<file path="src/design/eot_pkg.sv">
// Package with shared types and constants for the edit operation transform block.
`timescale 1ns / 1ps

package eot_pkg;

   localparam int HISTORY_DEPTH = 64;
   localparam int POSITION_BITS = 16;
   localparam int COUNT_W = $clog2(HISTORY_DEPTH + 1);
   localparam logic [POSITION_BITS-1:0] POS_MAX = '1;

   // Transaction function codes.
   localparam logic [1:0] FN_RECORD = 2'd0;
   localparam logic [1:0] FN_PRUNE_XFORM = 2'd1;
   localparam logic [1:0] FN_XFORM = 2'd2;

   // Result status codes.
   localparam logic [1:0] ST_OK = 2'd0;
   localparam logic [1:0] ST_DISCARD = 2'd1;
   localparam logic [1:0] ST_FULL = 2'd2;

   typedef struct packed {
      logic [1:0] func;
      logic is_insert;
      logic [31:0] edit_id;
      logic [31:0] prior_id;
      logic [7:0] origin_server;
      logic [15:0] position;
   } req_type;

   typedef struct packed {
      logic [15:0] adjusted_position;
      logic [31:0] new_prior_id;
      logic [1:0] status;
      logic [6:0] entries_held;
   } rsp_type;

   // One history entry.
   typedef struct packed {
      logic [31:0] id;
      logic [7:0] server;
      logic [POSITION_BITS-1:0] pos;
      logic ins;
   } entry_type;

   // The edit that travels down the chain of cells.
   typedef struct packed {
      logic vld;
      logic stop;
      logic ins;
      logic [31:0] id;
      logic [7:0] server;
      logic [POSITION_BITS-1:0] pos;
      logic [31:0] prior;
   } pkt_type;

   // Per-cell control from the sequencer.
   typedef struct packed {
      logic shift;
      logic load;
      logic active;
   } cell_ctl_type;

endpackage

</file>
<file path="src/design/eot_cell.sv">
// One history cell: holds an entry and transforms the passing edit against it.
`timescale 1ns / 1ps

module eot_cell import eot_pkg::*; (
   input  logic         clock,
   input  logic         reset,
   input  cell_ctl_type ctl,
   input  entry_type    load_entry,
   input  entry_type    right_entry,
   output entry_type    entry,
   input  pkt_type      pkt_i,
   output pkt_type      pkt_o
);

   entry_type entry_ff, entry_in;
   pkt_type   pkt_ff, pkt_in;
   logic      do_inc, do_dec, collide;

   // Entry storage: loaded on record, handed left during pruning.
   always_comb begin
      entry_in = entry_ff;
      if (ctl.load) begin
         entry_in = load_entry;
      end else if (ctl.shift) begin
         entry_in = right_entry;
      end
   end

   // Insert and delete rules for this entry against the passing edit.
   always_comb begin
      do_inc = 1'b0;
      do_dec = 1'b0;
      collide = 1'b0;
      if (entry_ff.ins) begin
         if (pkt_i.ins) begin
            if (entry_ff.pos == pkt_i.pos) begin
               do_inc = (entry_ff.id > pkt_i.id) ||
                        ((entry_ff.id == pkt_i.id) && (entry_ff.server > pkt_i.server));
            end else begin
               do_inc = entry_ff.pos < pkt_i.pos;
            end
         end else begin
            do_inc = entry_ff.pos <= pkt_i.pos;
         end
      end else begin
         if (!pkt_i.ins && (entry_ff.pos == pkt_i.pos)) begin
            collide = 1'b1;
         end else begin
            do_dec = entry_ff.pos < pkt_i.pos;
         end
      end
   end

   always_comb begin
      pkt_in = pkt_i;
      if (pkt_i.vld && ctl.active && !pkt_i.stop) begin
         if (collide) begin
            pkt_in.stop = 1'b1;
         end else begin
            pkt_in.prior = entry_ff.id;
            if (do_inc && (pkt_i.pos != POS_MAX)) begin
               pkt_in.pos = pkt_i.pos + 1'b1;
            end else if (do_dec && (pkt_i.pos != '0)) begin
               pkt_in.pos = pkt_i.pos - 1'b1;
            end
         end
      end
   end

   always_ff @(posedge clock) begin
      entry_ff <= entry_in;
      pkt_ff <= pkt_in;
      if (reset) begin
         pkt_ff.vld <= 1'b0;
      end
   end

   assign entry = entry_ff;
   assign pkt_o = pkt_ff;

endmodule
</file>
<file path="config.mk">
export PLATFORM = sky130hd
export DESIGN_NAME = eot_cell
export DESIGN_NICKNAME = d
export VERILOG_FILES = /design/src/design/eot_pkg.sv /design/src/design/eot_cell.sv
export SDC_FILE = /design/constraint.sdc
export NUM_CORES = 1
export LEC_CHECK = 0
export CAP_MARGIN = 20
export CORE_UTILIZATION = 35
export DETAILED_ROUTE_END_ITERATION = 10
export DONT_BUFFER_PORTS = 1
export PLACE_DENSITY = 0.55
export SYNTH_ARGS = -nofsm -noshare
export SYNTH_HDL_FRONTEND = slang
export SYNTH_SLANG_ARGS = --single-unit
</file>
<file path="constraint.sdc">
create_clock -name clock -period 3.8 [get_ports clock]
set_input_delay 0.57 -clock clock [delete_from_list [all_inputs] [get_ports clock]]
set_output_delay 0.57 -clock clock [all_outputs]
set_load 0.03 [all_outputs]
</file>
Word-level counts from Yosys, hierarchy flattened --
Index checks and enable logic that the tools add are counted.
Storage, ports and cells: register bits 148, bits of input ports 210, output and inout port bits 148, word-level logic and storage cells 46
Cells by class: $add $sub $neg 2, magnitude comparators 4, eq/ne operators 3, muxes and demuxes 15, reduce and logical (&&, ||, !) cells 11
Operators by type and width (count):
- $mux W57 | 2
- $mux W48 | 2
- $eq A32 B32 Y1 | 1
- $gt A32 B32 Y1 | 1
- $mux W16 | 2
- $add A16 B1 Y16 const B | 1
- $eq A16 B16 Y1 | 1
- $le A16 B16 Y1 | 1
- $lt A16 B16 Y1 | 1
- $ne A16 B16 Y1 const B | 1
- $reduce_bool A16 Y1 | 1
- $sub A16 B1 Y16 const B | 1
- $mux W1 | 9
- $gt A8 B8 Y1 | 1
- $logic_and A1 B1 Y1 | 6
- $logic_not A1 Y1 | 2
- $reduce_bool A2 Y1 | 1
- $logic_or A1 B1 Y1 | 1

Longest topological paths before layout --
Gate-level depths: netlist of the first run.
depth after elaboration 10, gate-level depth with buffers 12, gate-level depth less buffers 9

Worst setup path after synthesis of the first run --
Ideal clock, no wire load.
kind input -> register, start input pkt_i[39] in the netlist's numbering, end register pkt_ff, in the netlist pkt_o[38], arrival time 2893 ps, data required time 3665 ps, setup slack 772 ps, stages 12, path buffers 3, path through clkbuf_1 > inv_1 > ha_1 > nand4_1 > or4_1 > a211oi_1 > o211ai_1 > or2_0 > buf_2 > buf_6 > a32oi_1 > o211ai_1
RTL lines:
- start: declaration | RTL line eot_cell.sv:11 | input pkt_type pkt_i,
- end signal: assignment | RTL line eot_cell.sv:72 | pkt_ff <= pkt_in;
- end: declaration | RTL line eot_cell.sv:16 | pkt_type pkt_ff, pkt_in;

==> flow_summary.json, run 1 <==
{
  "nFillCells": 1923,
  "synth_seq_cells": 148,
  "grt_usage": 0.199,
  "end_kind": "flip-flop",
  "async_reset_ff_frac": 0,
  "crit_required_ns": 4.12,
  "final_common_cell": "nand2_1",
  "synth_area_um2": 7100,
  "grt_pass1_vias": 5351,
  "rrSetupSlack_ns": 0.41,
  "seq_area_um2": 3530,
  "clkTransAtPathRegs_ns": 0.07,
  "fmax_mhz": 295,
  "critPathKind": "reg -> reg",
  "portBuffers": 0,
  "synth_fp_nets": 947,
  "num_vias": 5303,
  "final_nets": 953,
  "rows": 51,
  "crit_arrival_ns": 3.71,
  "status": "completed",
  "clk_latency_ns": 0.42,
  "synth_area_per_cell_um2": 10.5,
  "die_x_um": 144,
  "stdcell_count": 962,
  "multiInputGateArea_um2": 3240,
  "drt_iter0_drc": 245,
  "vdd_ir_drop_max_mv": 0.296,
  "place.gp.congestion": 0.918,
  "slew_viol_final": 0,
  "setup_viol_count_final": 0,
  "worst_pin_slew_ns": 1.06,
  "dieArea_um2": 20800,
  "synth-seq-area-share": 0.498,
  "syn2layout_area_growth_pct": 12.6,
  "start_util": 0.361,
  "viasPerCell": 5.51,
  "synth_edf_count": 57,
  "synth_cells": 678,
  "place_hpwl_mm": 16.6,
  "hp-class": "in -> reg",
  "crit_fanout": 7,
  "die_h_um": 144,
  "drv_cap": 0,
  "drive_above_1_share": 0.161,
  "antenna_left": 0,
  "final.setup.tns_ns": 0,
  "h-tree-depth": 4,
  "dr.pass1.iters": 5,
  "cts_sinks": 148,
  "tritoncts": "done",
  "grt_overflow": 0,
  "fin_skew_ns": 0.0111,
  "cts_buffers": 17,
  "num_io_pins": 358,
  "grt_max_degree": 59,
  "hold_buffers": 0,
  "n_antenna_cell": 0,
  "grt_setup_unrepaired": "false",
  "place_inst": 930,
  "cts_buffer_depth": 2,
  "antenna_found_initial": 0,
  "crit_path_start_kind": "flip-flop",
  "layout_common_cells": "nand2_1 (118), dfxtp_1 (91), inv_1 (59), ha_1 (59)",
  "clk_root_buffer_cell": "clkbuf_16",
  "drc_errors": 0,
  "post_cts_buffers": 0,
  "wirelength_mm": 21.2,
  "cts.repair.resized": 0,
  "post_drt_wl_per_cell_um": 22.0,
  "p_per_area_nw_per_um2": 533,
  "max-slew-margin-rel": 0.290,
  "synth_cell_types": 54,
  "grt_pass1_wl_mm": 30.3,
  "leakagePower_nw": 3.38,
  "final-hold-violation-count": 0,
  "synth_flop_cell": "dfxtp_1",
  "finalCritPeriodShare": 0.893,
  "fp.coreArea_um2": 19700,
  "ys_warn_count": 0,
  "fin_crit_ns": 3.39
}
==> metrics by stage <==
| step | instance area (um2) | total power, W | util | hold WS, ns | setup slack (ns) |
|---|---|---|---|---|---|
| 2_1_floorplan | 7100 | 0.00250 | - | 0.598 | 0.772 |
| 3_3_place_gp | 7410 | 0.00262 | 0.377 | 0.598 | 0.395 |
| 3_5_place_dp | 7410 | 0.00264 | 0.377 | 0.598 | 0.291 |
| 4_1_cts | 7990 | 0.00431 | 0.406 | 0.142 | 0.292 |
| 5_1_grt | 7990 | 0.00443 | 0.406 | 0.141 | 0.149 |
| 6_report | 7990 | 0.00426 | 0.406 | 0.164 | 0.405 |
==> critical path, cell delays in order, from the launching register on <==
cell	delay (ns)
edfxtp_1	0.55
ha_1	0.40
nand4_1	0.18
or4_1	0.59
a211oi_1	0.28
o211ai_1	0.35
nor2_1	0.38
nor2_1	0.24
o311ai_1	0.31
==> registers in the layout, summed over array words and instances, names as in the netlist <==
| register | flops |
|---|---|
| pkt_o | 91 |
| entry | 57 |
==> per-layer routing <==
| metal | routed length [um] | vias up | share of wire | track usage |
|---|---|---|---|---|
| met5 | 0 | - | 0 | 0 |
| met2 | 10600 | 283 | 0.50 | 0.341 |
| met1 | 8620 | 2533 | 0.41 | 0.236 |
| li1 | - | 2454 | - | - |
| met3 | 1560 | 33 | 0.074 | 0.0563 |
| met4 | 427 | 0 | 0.020 | 0.0693 |
==> worst paths after layout <==
path | startpoint | endpoint | cells past startpoint
hold reg to reg | entry[28] | pkt_o[3] | 2
setup reg to reg | entry[15] | pkt_o[33] | 8
setup / recovery | entry[15] | pkt_o[33] | 8
hold / removal | pkt_i[87] | pkt_o[87] | 0
==> synthesized netlist by cell type, types with 2 or more instances <==
library cell,instances,share of area
nand2_1,118,0.062
dfxtp_1,91,0.26
ha_1,59,0.10
inv_1,59,0.031
edfxtp_1,57,0.24
mux2_2,57,0.090
a21oi_1,25,0.018
nor2_1,24,0.013
nand4_1,19,0.017
nand3_1,16,0.011
nor3_1,12,0.0085
o211ai_1,12,0.013
buf_2,9,0.0063
nor4_1,9,0.0079
o21ai_0,9,0.0063
clkbuf_1,8,0.0042
mux2i_1,7,0.0099
a32oi_1,6,0.0074
and4_1,6,0.0074
a211oi_1,5,0.0053
a31oi_1,5,0.0044
and3_1,5,0.0044
buf_1,5,0.0026
nor2b_1,5,0.0044
or3_1,5,0.0044
or2_2,4,0.0035
xnor2_1,4,0.0049
a21o_1,3,0.0032
a211o_1,2,0.0025
a221oi_1,2,0.0025
a41oi_1,2,0.0025
and2_1,2,0.0018
buf_6,2,0.0032
o2111ai_1,2,0.0025
o311ai_1,2,0.0025
or4_1,2,0.0021
==> power breakdown <==
part	switching (W)	internal (W)
clock	0.000733	0.000921
sequential	0.000378	0.00180
combinational	0.000240	0.000186
total	0.00135	0.00291
==> layout make-up <==
cell class / count / share of cell area
inverter: 59 / 0.0277
sequential: 148 / 0.442
multi-input combinational: 447 / 0.405
clock buffer: 21 / 0.0590
tap: 265 / 0.0415
clock inverter: 11 / 0.0138
timing repair buffer: 11 / 0.0103
==> cells by family (layout without fill, tap and decap cells) <==
| family | after synthesis | after routing | synth area share |
|---|---|---|---|
| and+or+nand+nor | 234 | 234 | 0.159 |
| DFF | 148 | 148 | 0.498 |
| AOI/OAI and AO/OA | 86 | 86 | 0.0857 |
| buffers and inverters | 83 | 102 | 0.0476 |
| muxes | 64 | 64 | 0.100 |
| adders and majority gates | 59 | 59 | 0.104 |
| xor gates and xnor gates | 4 | 4 | 0.00494 |
Note: power is estimated with default switching activity, not from simulation.
==> run 2, diff against run 1 <==
--- a/config.mk
+++ b/config.mk
@@ -5,11 +5,13 @@
 export SDC_FILE = /design/constraint.sdc
 export NUM_CORES = 1
 export LEC_CHECK = 0
+export ABC_AREA = 1
 export CAP_MARGIN = 20
-export CORE_UTILIZATION = 35
+export CORE_AREA = 4 4 136 138
 export DETAILED_ROUTE_END_ITERATION = 10
+export DIE_AREA = 0 0 140 142
 export DONT_BUFFER_PORTS = 1
-export PLACE_DENSITY = 0.55
+export PLACE_DENSITY = 0.64
 export SYNTH_ARGS = -nofsm -noshare
 export SYNTH_HDL_FRONTEND = slang
 export SYNTH_SLANG_ARGS = --single-unit
==> run 2 against run 1 <==
Sequential share of layout area down 1.3 points. Worst hold slack improved by 0.0063 ns. Clock skew increased by 0.00085 ns. Largest cell class unchanged. Clock power about the same. Synthesized cell count is 43% higher. Global-route usage is 1.5 points higher. Non-clock buffer count decreased by 9. Synthesized area grew 5.9%. Count of clock-buffer cells in the layout decreased by 1. First-iteration DRC count rose by 69%. Maximum frequency increased by 30%. Via count up 13%.
==> flow_summary.json, run 2 <==
{
  "synth_fp_nets": 1237,
  "fmax_mhz": 382,
  "crit_arrival_ns": 2.91,
  "end_kind": "flip-flop",
  "synth_edf_count": 57,
  "final_common_cell": "nand2_1",
  "fin_skew_ns": 0.0120,
  "hold_buffers": 0,
  "viasPerCell": 5.03,
  "die_x_um": 140,
  "portBuffers": 0,
  "crit_chain": "ha_1 -> a21oi_1 -> o21ai_0 -> nand2_1 -> nand2_1 -> nand2_1 -> nand3_2 -> nand2_1 -> o21ai_0 -> nand2_1 -> nand2_1 -> nand2_1 -> nand2_1",
  "crit_fanout": 31,
  "grt_setup_unrepaired": "false",
  "slew_viol_final": 0,
  "cts_sinks": 148,
  "clk_latency_ns": 0.42,
  "final-hold-violation-count": 0,
  "final.setup.tns_ns": 0,
  "syn2layout_area_growth_pct": 9.44,
  "die_h_um": 142,
  "synth_cells": 968,
  "post_drt_wl_per_cell_um": 18.3,
  "num_vias": 6005,
  "fp.coreArea_um2": 17200,
  "cts_buffer_depth": 2,
  "h-tree-depth": 4,
  "async_reset_ff_frac": 0,
  "grt_pass1_vias": 5781,
  "grt_usage": 0.213,
  "synth-seq-area-share": 0.470,
  "ys_warn_count": 0,
  "synth_area_um2": 7520,
  "cpMostUsedCell": "nand2_1",
  "drive_above_1_share": 0.0527,
  "grt_max_degree": 60,
  "rows": 48,
  "slowest_delay_ns": 0.57,
  "n_antenna_cell": 0,
  "synth_cell_types": 33,
  "cts_buffers": 17,
  "clk_root_buffer_cell": "clkbuf_16",
  "drt_iter0_drc": 415,
  "place_hpwl_mm": 17.4,
  "crit_path_start_kind": "flip-flop",
  "dieArea_um2": 19900,
  "hp-class": "in -> reg",
  "fin_crit_ns": 2.62,
  "status": "completed",
  "crit_required_ns": 4.10,
  "final_nets": 1224,
  "critPathKind": "reg -> reg",
  "num_io_pins": 358,
  "synth_most_common_cell": "nand2_1",
  "ys_top_cells_by_count": "nand2_1 (452), dfxtp_1 (91), inv_1 (86), ha_1 (59), edfxtp_1 (57)",
  "drv_cap": 0,
  "place.gp.congestion": 0.891,
  "antenna_left": 0,
  "synth_flop_cell": "dfxtp_1",
  "grt_pass1_wl_mm": 32.7,
  "max-slew-margin-rel": 0.365,
  "synth_seq_cells": 148,
  "p_per_area_nw_per_um2": 526,
  "post-route-util": 0.479,
  "worst_pin_slew_ns": 0.952,
  "vdd_ir_drop_max_mv": 0.287,
  "finalCritPeriodShare": 0.689,
  "tritoncts": "done",
  "wirelength_mm": 21.8,
  "slowest_stage": "edfxtp_1",
  "synth_top_area_cell": "dfxtp_1",
  "clkTransAtPathRegs_ns": 0.07,
  "synth_top_area_share": 0.242,
  "yosys-top-cells-area": "dfxtp_1 (24%), edfxtp_1 (23%), nand2_1 (23%), ha_1 (9.8%), inv_1 (4.3%)",
  "synth_area_per_cell_um2": 7.77,
  "dr.pass1.iters": 5,
  "post_cts_buffers": 0,
  "antenna_found_initial": 0,
  "setup_viol_count_final": 0,
  "start_util": 0.438,
  "leakagePower_nw": 4.17,
  "grt_overflow": 0,
  "cts.repair.resized": 0,
  "largest_reg_flops": 91,
  "layout_common_cells": "nand2_1 (452), dfxtp_1 (91), inv_1 (85)",
  "drc_errors": 0
}
==> run 2: cell count changes after synthesis, sizes merged, moves of 6 or more <==
cell,previous run,this run
mux2,57,0
xor2,0,27
o211ai,12,0
a32oi,6,0
clkbuf,8,16
nand2,118,459
inv,59,88
o21ai,9,23
mux2i,7,0
nor2,24,51
nand3,16,30
and4,7,0
nand4,19,2
nor4,11,1
==> run 2: path summary, 6_finish.rpt <==
| check | from | endpoint | cells after the start | slack [ns] |
|---|---|---|---|---|
| max | entry[2] | pkt_o[47] | 13 | 1.18 |
| min | pkt_i[64] | pkt_o[64] | 0 | 0.17 |
| max reg2reg | entry[2] | pkt_o[47] | 13 | 1.18 |
| min reg2reg | entry[55] | pkt_o[30] | 2 | 0.73 |
==> run 2: cell families after synthesis <==
group | Yosys count | share of synthesized area
xor gates and xnor gates | 28 | 0.0326
adders and majority gates | 59 | 0.0982
AOI/OAI and AO/OA | 52 | 0.0375
and+or+nand+nor | 557 | 0.294
DFF | 148 | 0.470
buffers and inverters | 124 | 0.0676
==> run 2: power by group <==
group | switching, W | internal, W | leakage, nW
Clock | 0.000727 | 0.000917 | 0.277
Combinational | 0.000312 | 0.000185 | 2.53
Sequential | 0.000383 | 0.00180 | 1.35
Total | 0.00142 | 0.00291 | 4.17
==> run 2: per-layer routing <==
metal  up-vias  routed length [um]  global-route usage
met5         -                   0                   0
met4         0                 510              0.0745
met3        36                1740              0.0716
met2       272               10700               0.359
met1      2705                8900               0.257
li1       2992                   -                   -
==> run 2: area by class of cell <==
| type | count | area [um2] |
|---|---|---|
| Clock buffer | 20 | 468 |
| Clock inverter | 12 | 113 |
| Fill cell | 1716 | 8950 |
| Inverter | 90 | 340 |
| Multi-Input combinational cell | 696 | 3480 |
| Sequential cell | 148 | 3530 |
| Tap cell | 225 | 282 |
| Timing Repair Buffer | 2 | 15.0 |
==> run 2: critical path: cells and delay by family (launching register included) <==
family                     cells  cell delay [ns]
and+or+nand+nor                9             1.15
DFF                            1             0.57
AOI/OAI and AO/OA              3             0.38
adders and majority gates      1             0.38
==> run 2: stage by stage <==
| stage | area (um2) | hold WS (ns) | std cells | worst slack [ns] | total power (W) |
|---|---|---|---|---|---|
| final | 8230 | 0.171 | 1193 | 1.18 | 0.00433 |
| after global placement | 7650 | 0.598 | 1161 | 1.19 | 0.00271 |
| after detailed placement | 7650 | 0.598 | 1161 | 1.17 | 0.00272 |
| after floorplan | 7520 | 0.598 | 968 | 1.49 | 0.00259 |
| after CTS | 8230 | 0.149 | 1193 | 1.16 | 0.00437 |
| after global routing | 8230 | 0.142 | 1193 | 0.820 | 0.00455 |
==> run 3, diff against run 2 <==
--- a/config.mk
+++ b/config.mk
@@ -11,7 +11,7 @@
 export DETAILED_ROUTE_END_ITERATION = 10
 export DIE_AREA = 0 0 140 142
 export DONT_BUFFER_PORTS = 1
-export PLACE_DENSITY = 0.64
+export PLACE_DENSITY = 0.66
 export SYNTH_ARGS = -nofsm -noshare
 export SYNTH_HDL_FRONTEND = slang
 export SYNTH_SLANG_ARGS = --single-unit
==> constraint.sdc (replaced) <==
create_clock -name clock -period 2.4 [get_ports clock]
set_input_delay 0.36 -clock clock [delete_from_list [all_inputs] [get_ports clock]]
set_output_delay 0.36 -clock clock [all_outputs]
set_load 0.03 [all_outputs]
==> run 3 against run 2 <==
Worst hold slack lost 0.13 ns. Register-to-register slack lost 0.96 ns. Sequential power rose by 46%. First-iteration DRC count down 13%.
==> flow_summary.json, run 3 (synthesis results as in run 2) <==
{
  "status": "completed",
  "p_per_area_nw_per_um2": 779,
  "crit_arrival_ns": 2.49,
  "final_common_cell": "nand2_1",
  "portBuffers": 0,
  "nFillCells": 1611,
  "antenna_found_initial": 0,
  "multiInputGateArea_um2": 3490,
  "cts_buffer_depth": 2,
  "cp-startpoint": "entry[36]",
  "fin_crit_ns": 2.18,
  "die_h_um": 142,
  "num_io_pins": 358,
  "syn2layout_area_growth_pct": 22.3,
  "setup_viol_count_final": 0,
  "p_clk_frac": 0.374,
  "slew_viol_final": 0,
  "final.setup.tns_ns": 0,
  "slowest_delay_ns": 0.42,
  "crit_chain": "ha_1 -> nand2_1 -> nor2_1 -> nand2_1 -> nor2_2 -> nand2_1 -> nand2_1 -> nor2_1 -> nand2_1 -> nand2_2 -> nand2_8 -> nand2_4 -> nand2_1 -> nand2_1 -> nand2_1 -> nand2_1",
  "grt_pass1_vias": 6304,
  "grt_overflow": 0,
  "place_hpwl_mm": 17.7,
  "crit_required_ns": 2.71,
  "grt_setup_unrepaired": "false",
  "num_vias": 6500,
  "drive_above_1_share": 0.111,
  "drv_cap": 0,
  "grt_max_degree": 60,
  "grt_usage": 0.224,
  "clk_root_buffer_cell": "clkbuf_16",
  "tritoncts": "done",
  "final-hold-violation-count": 0,
  "layout_common_cells": "nand2_1 (451), dfxtp_1 (91), inv_1 (85)",
  "place_inst": 1225,
  "post_cts_buffers": 0,
  "max-slew-margin-rel": 0.473,
  "vdd_ir_drop_max_mv": 0.506,
  "start_util": 0.438,
  "p_sw_w": 0.00234,
  "pwr-share-seq": 0.445,
  "crit_fanout": 16,
  "dr.pass1.iters": 5,
  "post_drt_wl_per_cell_um": 17.5,
  "p_int_w": 0.00482,
  "slowest_stage": "edfxtp_1",
  "h-tree-depth": 4,
  "grt_pass1_wl_mm": 34.7,
  "p_comb_frac": 0.181,
  "finalCritPeriodShare": 0.909,
  "wirelength_mm": 22.8,
  "drt_iter0_drc": 359,
  "largest_reg_flops": 91,
  "dieArea_um2": 19900,
  "stdcell_count": 1299,
  "antenna_left": 0,
  "path_delay_family": "simple AND/OR/NAND/NOR gates",
  "crit_path_start_kind": "flip-flop",
  "drc_errors": 0,
  "hold_start": "pkt_i[33]",
  "hp-class": "in -> reg",
  "place.gp.congestion": 0.898,
  "viasPerCell": 5.00,
  "n_antenna_cell": 0,
  "fmax_mhz": 458,
  "fp.coreArea_um2": 17200,
  "leakagePower_nw": 4.67,
  "final_nets": 1330,
  "die_x_um": 140,
  "cpMostUsedCell": "nand2_1",
  "cts_buffers": 17,
  "post-route-util": 0.535,
  "worst_pin_slew_ns": 0.790,
  "clk_latency_ns": 0.42,
  "cp_num_buf_inv": 0,
  "clkTransAtPathRegs_ns": 0.07,
  "fin_skew_ns": 0.0128,
  "swShare": 0.327,
  "seq_area_um2": 3530,
  "critPathKind": "reg -> reg",
  "rows": 48,
  "cts_sinks": 148,
  "end_kind": "flip-flop",
  "worst_r2r_startpoint": "entry[36]"
}
[run 3: layer usage]
| layer | track usage | part of all wire | vias up |
|---|---|---|---|
| li1 | - | - | 3213 |
| met4 | 0.0775 | 0.018 | 0 |
| met1 | 0.284 | 0.41 | 2932 |
| met5 | 0 | 0 | - |
| met2 | 0.372 | 0.49 | 323 |
| met3 | 0.0628 | 0.085 | 32 |
[run 3: worst register-to-register path, stage by stage, from the launching register on]
cell      delay (ns)
edfxtp_1        0.42
ha_1            0.34
nand2_1         0.07
nor2_1          0.13
nand2_1         0.10
nor2_2          0.15
nand2_1         0.07
nand2_1         0.06
nor2_1          0.04
nand2_1         0.07
nand2_2         0.09
nand2_8         0.13
nand2_4         0.14
nand2_1         0.09
nand2_1         0.05
nand2_1         0.05
nand2_1         0.06
[run 3: per-stage QoR]
step	setup slack, ns	hold WS, ns	instance area [um2]	power (W)
after floorplan	0.297	0.388	7520	0.00410
after global placement	0.188	0.388	8140	0.00445
after detailed placement	0.128	0.388	8140	0.00448
after CTS	0.112	0.0166	9160	0.00723
after global routing	0.000839	0.0227	9190	0.00750
final	0.219	0.0437	9190	0.00716
[run 3: final cells by class]
cell class	instances	area share
repair buffers	108	0.102
clock buffers	18	0.0467
clock inverters	14	0.0182
multi-input cells	696	0.380
flip-flops and latches	148	0.384
well taps	225	0.0306
inverters	90	0.0373
[run 3: path summary, 6_finish.rpt]
| path | to | slack (ns) | cells past startpoint |
|---|---|---|---|
| min | pkt_o[33] | 0.04 | 2 |
| max | pkt_o[35] | 0.22 | 16 |
| min reg2reg | pkt_o[28] | 0.65 | 3 |
| max reg2reg | pkt_o[35] | 0.22 | 16 |
[run 3: repair_timing]
item,4_1_cts,5_1_grt
endpoints found under the hold margin,42,0
setup endpoints to repair,0,48
gates resized for setup,0,10
hold buffers,42,0
[run 3: power by group through the flow]
stage | Sequential, W | Combinational (W) | Clock [W]
finish | 0.00319 | 0.00130 | 0.00268
detailed placement | 0.00325 | 0.00124 | 0
global route | 0.00321 | 0.00146 | 0.00284
CTS | 0.00319 | 0.00130 | 0.00274
floorplan | 0.00343 | 0.000665 | 0
global placement | 0.00324 | 0.00121 | 0
